==> src/rtl/core/tcw_pkg.sv <==
// ----------------------------------------------------------------------------
// tcw_pkg
// shared constants, codes and control types of the text console writer
// ----------------------------------------------------------------------------
package tcw_pkg;

	// screen geometry
	localparam int ROW_COUNT  = 25;
	localparam int COL_COUNT  = 80;
	localparam int CELL_TOTAL = ROW_COUNT * COL_COUNT;

	localparam int ROW_W  = $clog2(ROW_COUNT);
	localparam int COL_W  = $clog2(COL_COUNT);
	localparam int CELL_W = $clog2(CELL_TOTAL);

	// cell contents
	localparam logic [7:0] BLANK_CHAR = 8'h20;
	localparam logic [7:0] PLAIN_ATTR = 8'h07;
	localparam logic [7:0] ERASE_ATTR = 8'h03;

	// operation codes
	typedef enum logic [2:0] {
		FN_PUT       = 3'd0,
		FN_NEWLINE   = 3'd1,
		FN_BACKSPACE = 3'd2,
		FN_CLEAR     = 3'd3,
		FN_READ      = 3'd4
	} func_t;

	// controller states
	typedef enum logic [2:0] {
		ST_INIT,
		ST_IDLE,
		ST_EXEC,
		ST_SCR_RD,
		ST_SCR_WR,
		ST_FILL
	} state_t;

	// controller to datapath
	typedef struct packed {
		logic load;
		logic exec;
		logic scr_rd;
		logic scr_wr;
		logic fill;
	} dp_cmd_t;

	// datapath to controller
	typedef struct packed {
		logic go_scroll;
		logic go_clear;
		logic copy_last;
		logic fill_last;
	} dp_status_t;

endpackage

==> src/rtl/core/tcw_ctrl.sv <==
// ----------------------------------------------------------------------------
// tcw_ctrl
// sequencer: reset clearing pass, single-beat operations, scroll and clear
// ----------------------------------------------------------------------------
module tcw_ctrl (
	input  logic               clk,
	input  logic               arst_n,
	input  logic               start,
	output logic               busy,
	output logic               done,
	output tcw_pkg::dp_cmd_t   cmd,
	input  tcw_pkg::dp_status_t status
);
	import tcw_pkg::*;

	state_t state_q;
	state_t state_nxt;
	logic   finish;
	logic   done_q;

	always_ff @(posedge clk or negedge arst_n) begin
		if (!arst_n) begin
			state_q <= ST_INIT;
			done_q  <= 1'b0;
		end else begin
			state_q <= state_nxt;
			done_q  <= finish;
		end
	end

	// next state
	always_comb begin
		state_nxt = state_q;
		case (state_q)
			ST_INIT: begin
				if (status.fill_last) state_nxt = ST_IDLE;
			end
			ST_IDLE: begin
				if (start) state_nxt = ST_EXEC;
			end
			ST_EXEC: begin
				if (status.go_scroll)     state_nxt = ST_SCR_RD;
				else if (status.go_clear) state_nxt = ST_FILL;
				else                      state_nxt = ST_IDLE;
			end
			ST_SCR_RD: state_nxt = ST_SCR_WR;
			ST_SCR_WR: begin
				state_nxt = status.copy_last ? ST_FILL : ST_SCR_RD;
			end
			ST_FILL: begin
				if (status.fill_last) state_nxt = ST_IDLE;
			end
			default: state_nxt = ST_INIT;
		endcase
	end

	// outputs
	always_comb begin
		cmd.load   = (state_q == ST_IDLE) && start;
		cmd.exec   = (state_q == ST_EXEC);
		cmd.scr_rd = (state_q == ST_SCR_RD);
		cmd.scr_wr = (state_q == ST_SCR_WR);
		cmd.fill   = (state_q == ST_FILL) || (state_q == ST_INIT);
		finish     = ((state_q == ST_EXEC) && !status.go_scroll && !status.go_clear) ||
		             ((state_q == ST_FILL) && status.fill_last);
	end

	assign busy = (state_q != ST_IDLE);
	assign done = done_q;

endmodule

==> config.mk <==
export PLATFORM = sky130hd
export DESIGN_NAME = tcw_ctrl
export DESIGN_NICKNAME = d
export VERILOG_FILES = /design/src/rtl/core/tcw_pkg.sv /design/src/rtl/core/tcw_ctrl.sv
export SDC_FILE = /design/constraint.sdc
export NUM_CORES = 1
export LEC_CHECK = 0
export ABC_AREA = 1
export BUFFER_PORTS_ARGS = -buffer_cell sky130_fd_sc_hd__buf_2
export CORE_AREA = 2 2 39 41
export CTS_BUF_LIST = sky130_fd_sc_hd__clkbuf_8
export DETAILED_ROUTE_END_ITERATION = 10
export DIE_AREA = 0 0 41 43
export PLACE_DENSITY = 0.56
export SYNTH_ARGS = -nofsm -noshare
export SYNTH_HDL_FRONTEND = slang
export SYNTH_SLANG_ARGS = --single-unit
export TNS_END_PERCENT = 50
==> constraint.sdc <==
create_clock -name clk -period 2.2 [get_ports clk]
set_clock_uncertainty 0.05 [all_clocks]
set_input_delay 0.33 -clock clk [delete_from_list [all_inputs] [get_ports clk]]
set_output_delay 0.33 -clock clk [all_outputs]
set_load 0.005 [all_outputs]
After elaboration in Yosys (flattened, before gate mapping)
Cells that the tools add are included.
W data, S select, Z words.
Operators by class
  mux-type cells: 6
  reduce and logical (&&, ||, !) cells: 11
  eq/ne operators: 8
Operators with widths (number)
  $mux W3: 5
  $pmux W3 S5: 1
  $eq A3 B2 Y1 const B: 2
  $eq A3 B3 Y1 const B: 2
  $logic_and A1 B1 Y1: 4
  $eq A3 B1 Y1 const B: 1
  $logic_not A3 Y1: 1
  $ne A3 B1 Y1 const B: 1
  $logic_not A1 Y1: 2
  $logic_or A1 B1 Y1: 2
  $ne A2 B1 Y1 const B: 1
  $ne A2 B2 Y1 const B: 1
  $reduce_and A2 Y1: 1
  $reduce_or A2 Y1: 1
Word-level totals
  flip-flop bits (word level): 4
  output and inout port bits: 7
  logic and storage cells: 27
  input bits: 7

Depth between registers and ports, before layout
Gate-level depths: netlist (run 1).
  word-level depth: 4
  gate-level depth with buffers: 8
  gate-level depth less buffers: 7

Least setup slack after synthesis (run 1)
Ideal clock, no wire load.
  kind: reg-to-output
  from: register state_q[2]
  to: output port cmd[4] (netlist name)
  path buffers: 1
  required time: 1.820 ns
  arrival time: 0.783 ns
  stages on the path, launching flop included: 5
  path slack: 1.037 ns
  path through: dfrtp_1 -> buf_6 -> nor2_4 -> nand2_2 -> nor2_1
RTL lines
  start, declared: line tcw_ctrl.sv:16  | state_t state_q;
  start signal, assigned: line tcw_ctrl.sv:26  | state_q <= state_nxt;
  end, declared: line tcw_ctrl.sv:11  | output tcw_pkg::dp_cmd_t cmd,

==> metrics.txt, run 1 <==
flops & latches, synth 4; Core ar. 1384 µm²; setup bufs post-CTS 0; clock tree sinks 4; fmax 661.9 MHz; largest family of logic cells by synthesized area simple AND/OR/NAND/NOR gates; first drt pass iteration count 4; final setup fails 0; CTS buffer count 3; synthesized-area fraction occupied by and/or/nand/nor cells 0.4435; CTS tree built; Rel. slew slack 0.7870; Resized Gates After CTS 0; wire length per cell 9.068 µm; global route total overflow 0; Final period util 0.6867; Synth Area in XOR/XNOR 0; Fin. Hold Viols 0; Netlist cell types 15; type of origin of the critical path flop; measured slew at the worst slew-check pin 0.3194 ns; Max-Cap Viols 0; met3 routed WL 32 µm; Site Rows 14; vias per cell 4.123; crit end category output pin; detailed placer's ending HPWL 537.6 µm; leakage power total 0.2335 nW; top routing layer in use met3; wire length on met1 318 µm; Worst R2R Start state_q[2]; post-synthesis compound-gate area fraction 0.07826; largest area contributor in the netlist dfrtp_1; antenna-violating nets left 0; worst-path maximum fanout 8; Pwr Total 0.5879 mW; min-delay worst type in -> reg; area grow syn2layout 43.48%; Worst path depth 4; Post-Synth Adder-Cell Area 0; first-pass GRT wire length 917 µm; Layout Nets 66; synth top area cells dfrtp_1 (35%), nor2_1 (9.1%), nand2_2 (8.7%); Slew Viols, Final 0; initial antenna violation count 0; post-synth design cell area 287.8 µm²; r2r worst-path depth 5; global placement routability congestion 0.7156; synth warn 0; R2R Path End state_q[0]; R2R setup slack 1.05 ns; Routed WL 662 µm; power per standard cell area 1424 nW/µm²; ANT cells 0; DR iter-0 viols 8; Filler cells 147; Worst Setup Slack, final 0.6892 ns; Cells after Synth 41; H-tree depth 1; Worst Hold Endpoint state_q[2]; Crit path required time 1.82 ns; maximum vdd drop 0.3452 mV; family with the most delay on the worst path flip-flops; share of the synthesized area in the top cell type 0.3478; Ports 14; Starting Density 0.2080; clk_lat worst skew 0.21 ns; clk buf depth 2; Die H 43 µm; Die Area 1763 µm²; Worst path max stage delay 0.48 ns; syn avg cell area 7.019 µm²; RSZ-0062 raised after global routing false; Port Buffers 13; hold_sp status[0]; Mapped Nets 48; mux contribution to synthesized area 0; worst slack at placement 0.9102 ns; vias in the first global route 230; placed inst area 361.6 µm²; routed wl met2 310 µm; post-layout util 0.2984; setup TNS 0 ns; Final min period 1.511 ns; run status finished, final reports clean; Die Width 41 µm; largest net degree at the start of global routing 9; # DRC 0; Seq/Total Area, Yosys 0.3478; Cell Chain, Critical Path nor2_4 -> nand2_2 -> nor2_1 -> buf_2; layout cell share with drive strength beyond 1 0.4211; GRT Total Usage 0.07754; fin area 412.9 µm²; DR vias 301; Worst-path clk slew 0.03 ns; worst hold path depth 2; Slowest-stage cell, CP dfrtp_1; CP Buf/Inv Count 1; CP arrival 1.13 ns; kind of critical path reg -> out; root buf cell clkbuf_8
==> cells in the mapped netlist, drive strengths merged <==
cell type	count
nand2	10
nor3	2
nor2	8
nand3	4
inv	7
nand3b	1
a21oi	1
o21ai	2
o211ai	1
dfrtp	4
buf	1
==> cell usage in the layout, fill, tap and decap left out, drive strengths merged <==
master	n
dlygate4sd3	1
clkbuf	3
dfrtp	4
buf	13
nor2	8
nand2	10
inv	7
nor3	2
a21oi	1
o211ai	1
o21ai	2
nand3	4
nand3b	1
==> layout make-up <==
cell class              instances  area, µm²  share of cell area
multi-input cells              29      150.1              0.3636
flip-flops and latches          4      100.1              0.2424
repair buffers                 14      75.07              0.1818
clock buffers                   3      41.29              0.1000
inverters                       7      26.28             0.06364
well taps                      16      20.02             0.04848
==> per-stage QoR <==
stage,instances,hold WS [ns]
6_report,73,0.3180
5_1_grt,73,0.3212
4_1_cts,73,0.3244
3_5_place_dp,69,0.08847
3_3_place_gp,69,0.08620
2_1_floorplan,41,-0.01559
==> what timing repair did <==
item,CTS,global route
hold buffers,1,0
endpoints found under the hold margin,4,0
setup endpoints to repair,0,0
==> worst max-delay path by stage <==
stage / startpoint / endpoint / slack (ns)
after detailed placement: state_q[2] / cmd[4] / 0.91
after global placement: state_q[2] / cmd[0] / 0.92
after global routing: state_q[2] / cmd[4] / 0.60
after CTS: state_q[2] / cmd[4] / 0.68
after floorplan: state_q[2] / cmd[4] / 1.04
final: state_q[2] / cmd[4] / 0.69
==> power breakdown <==
group          internal (mW)  switching, mW
logic                  0.119          0.163
registers              0.105         0.0513
clock network          0.116         0.0331
total                  0.340          0.248
==> flip-flops by register name, indices dropped and copies added (netlist names) <==
signal and flops:
state_q 3, done 1
==> logic make-up (layout without fill, tap and decap cells) <==
kind of cell	count (synthesis)	in the layout
AO/OA/AOI/OAI	4	4
buffers and inverters	8	24
flip-flops	4	4
AND/OR/NAND/NOR	25	25
==> layer usage <==
metal / vias to the layer above / global-route usage
met5: - / 0
met2: 8 / 0.1031
met1: 130 / 0.1039
li1: 163 / -
met4: 0 / 0.04000
met3: 0 / 0.03141
Power figures use the tool's default switching activity.
==> run 2: changes to the inputs <==
PLACE_DENSITY = 0.57   (was 0.56)
clock period = 1.25 ns   (was 2.2 ns; I/O delays follow)
==> metrics.txt, run 2 (synthesized netlist as in run 1, its figures left out) <==
met2 Usage GRT 0.1563 (was 0.1031); global placement routability congestion 0.7667 (was 0.7156); commonest cells after routing, fill and taps aside buf_2 (11), buf_4 (6), nand2_2 (5), nor2_1 (5) (was buf_2 (13), nor2_1 (7), nand2_1 (6), inv_1 (5)); wire length per cell 10.90 µm (was 9.068 µm); initial antenna violation count 0 (unchanged); antenna-violating nets left 0 (unchanged); Core ar. 1384 µm² (unchanged); fin area 528.0 µm² (was 412.9 µm²); grt peak-use layer met2 (was met1); CP arrival 1.11 ns (was 1.13 ns); Die Width 41 µm (unchanged); Routed WL 872 µm (was 662 µm); most common library cell in the layout ignoring fill and taps buf_2 (unchanged); family with the most delay on the worst path flip-flops (unchanged); Die Area 1763 µm² (unchanged); detailed placer's ending HPWL 548.9 µm (was 537.6 µm); Worst path max stage delay 0.46 ns (was 0.48 ns); Starting Density 0.2080 (unchanged); ANT cells 0 (unchanged); Site Rows 14 (unchanged); RSZ-0062 raised after global routing true (was false); worst slack at placement 0.1029 ns (was 0.9102 ns); measured slew at the worst slew-check pin 0.2018 ns (was 0.3194 ns); Crit path required time 1.01 ns (was 1.82 ns); maximum vdd drop 0.8407 mV (was 0.3452 mV); worst-path maximum fanout 5 (was 8); Layout Nets 73 (was 66); CTS buffer count 3 (unchanged); combinational share of power 0.589 (was 0.480); vias per cell 4.313 (was 4.123); Cell Chain, Critical Path buf_4 -> nand3_4 -> nand2_2 -> buf_6 (was nor2_4 -> nand2_2 -> nor2_1 -> buf_2); Pwr Total 1.448 mW (was 0.5879 mW); layout cell share with drive strength beyond 1 0.6406 (was 0.4211); fin cells 80 (was 73); crit end category output pin (unchanged); placed inst area 361.6 µm² (unchanged); Worst Setup Slack, final -0.09498 ns (was 0.6892 ns); Ports 14 (unchanged); DR iter-0 viols 7 (was 8); setup TNS -0.2759 ns (was 0 ns); vias in the first global route 314 (was 230); type of origin of the critical path flop (unchanged); met3 usage 0.04712 (was 0.03141); Seq pwr share 0.221 (was 0.266); Fin. Hold Viols 0 (unchanged); final setup fails 7 (was 0); met1 usage 0.1479 (was 0.1039); register bank with the most flops state_q (unchanged); clk buf depth 2 (unchanged); CP Buf/Inv Count 2 (was 1); Switch Pwr 0.5990 mW (was 0.2476 mW); leakage power total 0.2785 nW (was 0.2335 nW); placed instance count 69 (unchanged); run status complete, but fails checks (was finished, final reports clean); Slew Viols, Final 0 (unchanged); area grow syn2layout 83.48% (was 43.48%); clock tree sinks 4 (unchanged); max reg flops 3 (unchanged); Rel. slew slack 0.8655 (was 0.7870); fmax 743.5 MHz; Int Pwr 0.8485 mW (was 0.3402 mW); switching share of power 0.4138 (was 0.4212); first drt pass iteration count 4 (unchanged); CTS tree built (unchanged); Final min period 1.345 ns; min-delay worst type in -> reg (unchanged); Max-Cap Viols 0 (unchanged); DR vias 345 (was 301); Slowest-stage cell, CP dfrtp_2 (was dfrtp_1); Final period util 1.076; Die H 43 µm (unchanged); failing checks setup timing; largest net degree at the start of global routing 8 (was 9); GRT Total Usage 0.1145 (was 0.07754); Port Buffers 13 (unchanged); H-tree depth 1 (unchanged); clk_lat worst skew 0.21 ns (about the same); Worst-path clk slew 0.03 ns (about the same); global route total overflow 0 (unchanged); root buf cell clkbuf_8 (unchanged); clock share of power 0.190 (was 0.254); power per standard cell area 2742 nW/µm² (was 1424 nW/µm²); # DRC 0 (unchanged); kind of critical path reg -> out (unchanged); first-pass GRT wire length 1324 µm (was 917 µm)
run 2: changes by cell type in the layout (fill, tap and decap cells not counted), moves of 2 or more:
cell | before | now
buf_2 | 13 | 11
buf_4 | 0 | 6
buf_6 | 0 | 3
dfrtp_1 | 4 | 1
dfrtp_2 | 0 | 3
inv_4 | 0 | 2
nand2_1 | 6 | 4
nor2_1 | 7 | 5
run 2: cell type report:
class                           count  area [µm²]
Clock buffer                        3       41.29
Fill cell                         146       855.8
Inverter                            7       31.28
Multi-Input combinational cell     29       187.7
Sequential cell                     4       103.9
Tap cell                           16       20.02
Timing Repair Buffer               21       143.9
run 2: power groups by stage:
stage / clock network, mW / registers (mW) / logic (mW)
6_report: 0.274 / 0.320 / 0.853
5_1_grt: 0.298 / 0.330 / 0.946
4_1_cts: 0.279 / 0.278 / 0.601
3_5_place_dp: 0 / 0.270 / 0.502
3_3_place_gp: 0 / 0.269 / 0.500
2_1_floorplan: 0 / 0.226 / 0.414
run 2: through the flow:
stage | utilization | hold slack [ns]
floorplan | - | -0.1581
finish | 0.3816 | 0.1726
detailed placement | 0.2613 | -0.04644
CTS | 0.3255 | 0.1640
global route | 0.3816 | 0.1959
global placement | 0.2613 | -0.04888
run 2: what timing repair did:
item                                    4_1_cts  5_1_grt
pin swaps                                     1        3
buffers inserted                              4        3
hold endpoints to repair                      4        0
hold buffers                                  1        0
endpoints found under the setup margin        6        6
resized for setup                             3       15
run 2: path summary, 6_finish.rpt:
| check | from | endpoint | slack, ns | cells after the start |
|---|---|---|---|---|
| worst max register to register | state_q[0] | state_q[0] | -0.03 | 8 |
| worst min register to register | state_q[0] | state_q[0] | 0.55 | 2 |
| max in group asynchronous | arst_n | state_q[1] | 0.75 | 2 |
| min in group asynchronous | arst_n | done | 0.26 | 2 |
| worst max-delay path | state_q[0] | cmd[0] | -0.09 | 4 |
| worst min-delay path | status[0] | state_q[2] | 0.17 | 2 |
run 2: worst register-to-register path: stages (launching register included):
cell	delay, ns
dfrtp_2	0.46
buf_4	0.18
nand3_4	0.08
nand2_2	0.06
buf_4	0.13
nand2_2	0.06
nand2_2	0.05
nand2_1	0.05
nand2_1	0.04
run 2: per-layer routing:
layer / vias to the layer above / part of all wire
li1: 176 / -
met1: 158 / 0.48
met2: 11 / 0.47
met3: 0 / 0.048
met4: 0 / 0
met5: - / 0
==> run 3: changes to the inputs <==
CTS_CLUSTER_SIZE = 40   (was default)
RECOVER_POWER = 100   (was default)
==> metrics.txt, run 3 (synthesized netlist as in run 1, its figures left out) <==
DR vias 341 (was 345); kind of critical path reg -> out (unchanged); worst-path maximum fanout 5 (unchanged); Worst Setup Slack, final -0.09508 ns (was -0.09498 ns); # DRC 0 (unchanged); Port Buffers 13 (unchanged); initial antenna violation count 0 (unchanged); GRT Total Usage 0.1145 (unchanged); maximum vdd drop 0.8400 mV (was 0.8407 mV); run status complete, but fails checks (unchanged); Site Rows 14 (unchanged); Crit path required time 1.01 ns (about the same); global placement routability congestion 0.7667 (unchanged); CTS buffer count 3 (unchanged); Core ar. 1384 µm² (unchanged); Ports 14 (unchanged); layout cell share with drive strength beyond 1 0.6094 (was 0.6406); Final min period 1.345 ns (about the same); R2R setup slack -0.03 ns (about the same); Die Width 41 µm (unchanged); min-delay worst type in -> reg (unchanged); fmax 743.5 MHz (about the same); Routed WL 874 µm (was 872 µm); crit end category output pin (unchanged); register bank with the most flops state_q (unchanged); fin area 525.5 µm² (was 528.0 µm²); Slew Viols, Final 0 (unchanged); placed inst area 361.6 µm² (unchanged); origin of the worst setup path state_q[0] (unchanged); placed instance count 69 (unchanged); setup TNS -0.2810 ns (was -0.2759 ns); Slowest-stage cell, CP dfrtp_2 (unchanged); Die H 43 µm (unchanged); first drt pass iteration count 4 (unchanged); final setup fails 7 (unchanged); most common library cell in the layout ignoring fill and taps buf_2 (unchanged); CP arrival 1.11 ns (about the same); R2R Path End state_q[0] (unchanged); failing checks setup timing (unchanged); Layout Nets 73 (unchanged); area grow syn2layout 82.61% (was 83.48%); vias per cell 4.263 (was 4.313); largest net degree at the start of global routing 8 (unchanged); RSZ-0062 raised after global routing true (unchanged); fin cells 80 (unchanged); r2r worst-path depth 8 (unchanged); antenna-violating nets left 0 (unchanged); DR iter-0 viols 7 (unchanged); Pwr Total 1.446 mW (was 1.448 mW); leakage power total 0.2716 nW (was 0.2785 nW); Worst-path clk slew 0.03 ns (about the same); root buf cell clkbuf_8 (unchanged); Final period util 1.076 (about the same); Hold WS 0.1728 ns (was 0.1726 ns); measured slew at the worst slew-check pin 0.2464 ns (was 0.2018 ns); detailed placer's ending HPWL 548.9 µm (unchanged); commonest cells after routing, fill and taps aside buf_2 (9), buf_4 (6), nand2_2 (5), nor2_1 (5) (was buf_2 (11), buf_4 (6), nand2_2 (5), nor2_1 (5)); Worst path max stage delay 0.46 ns (about the same); ANT cells 0 (unchanged); Worst R2R Start state_q[0] (unchanged); Max-Cap Viols 0 (unchanged); type of origin of the critical path flop (unchanged); max reg flops 3 (unchanged); CP Capture Point cmd[0] (unchanged); clk_lat worst skew 0.21 ns (about the same); clk buf depth 2 (unchanged); Die Area 1763 µm² (unchanged); wire length per cell 10.93 µm (was 10.90 µm); vias in the first global route 314 (unchanged); power per standard cell area 2752 nW/µm² (was 2742 nW/µm²); Rel. slew slack 0.8358 (was 0.8655); CTS tree built (unchanged); global route total overflow 0 (unchanged); H-tree depth 1 (unchanged); first-pass GRT wire length 1324 µm (unchanged); Fin. Hold Viols 0 (unchanged); worst hold path depth 2 (unchanged); clock tree sinks 4 (unchanged); Starting Density 0.2080 (unchanged); Cell Chain, Critical Path buf_4 -> nand3_4 -> nand2_2 -> buf_6 (unchanged)
-- run 3: cell types whose count changed in the layout (fill, tap and decap cells not counted), sizes merged --
cell and change:
buf -2, clkbuf +2
-- run 3: area by class of cell --
cell class	instances	area (µm²)
fillers	147	858.3
multi-input cells	29	187.7
repair buffers	21	141.4
flip-flops and latches	4	103.9
clock buffers	3	41.29
inverters	7	31.28
well taps	16	20.02
-- run 3: worst min path at each step --
stage	to	startpoint
CTS	state_q[2]	status[0]
finish	state_q[2]	status[0]
detailed placement	done	arst_n
global route	state_q[2]	status[0]
floorplan	done	arst_n
global placement	state_q[1]	arst_n
-- run 3: repair_timing --
item | in CTS | in global routing
gates resized for setup | 3 | 15
endpoints found under the setup margin | 6 | 6
buffers inserted | 4 | 3
pin swaps | 1 | 3
hold buffers | 1 | 0
hold endpoints to repair | 4 | 0
-- run 3: worst max-delay path: cells and delay by family, from the launching register on --
kind                   cells  cell delay [ns]
buffers and inverters      2             0.28
flip-flops                 1             0.46
AND/OR/NAND/NOR            2             0.14
-- run 3: layer usage --
layer	up-vias	wire, µm	GRT usage
li1	176	-	-
met4	0	0	0.06000
met5	-	0	0
met1	156	418	0.1479
met2	9	415	0.1563
met3	0	40	0.04712
-- run 3: power by group --
part / internal [mW] / switching [mW] / total, mW
Clock: 0.206 / 0.0688 / 0.274
Combinational: 0.446 / 0.405 / 0.851
Sequential: 0.195 / 0.125 / 0.320
-- run 3: per-stage QoR --
| stage | setup slack [ns] | util |
|---|---|---|
| 2_1_floorplan | 0.2157 | - |
| 3_3_place_gp | 0.1200 | 0.2613 |
| 3_5_place_dp | 0.1029 | 0.2613 |
| 4_1_cts | -0.07532 | 0.3255 |
| 5_1_grt | -0.1337 | 0.3797 |
| 6_report | -0.09508 | 0.3797 |
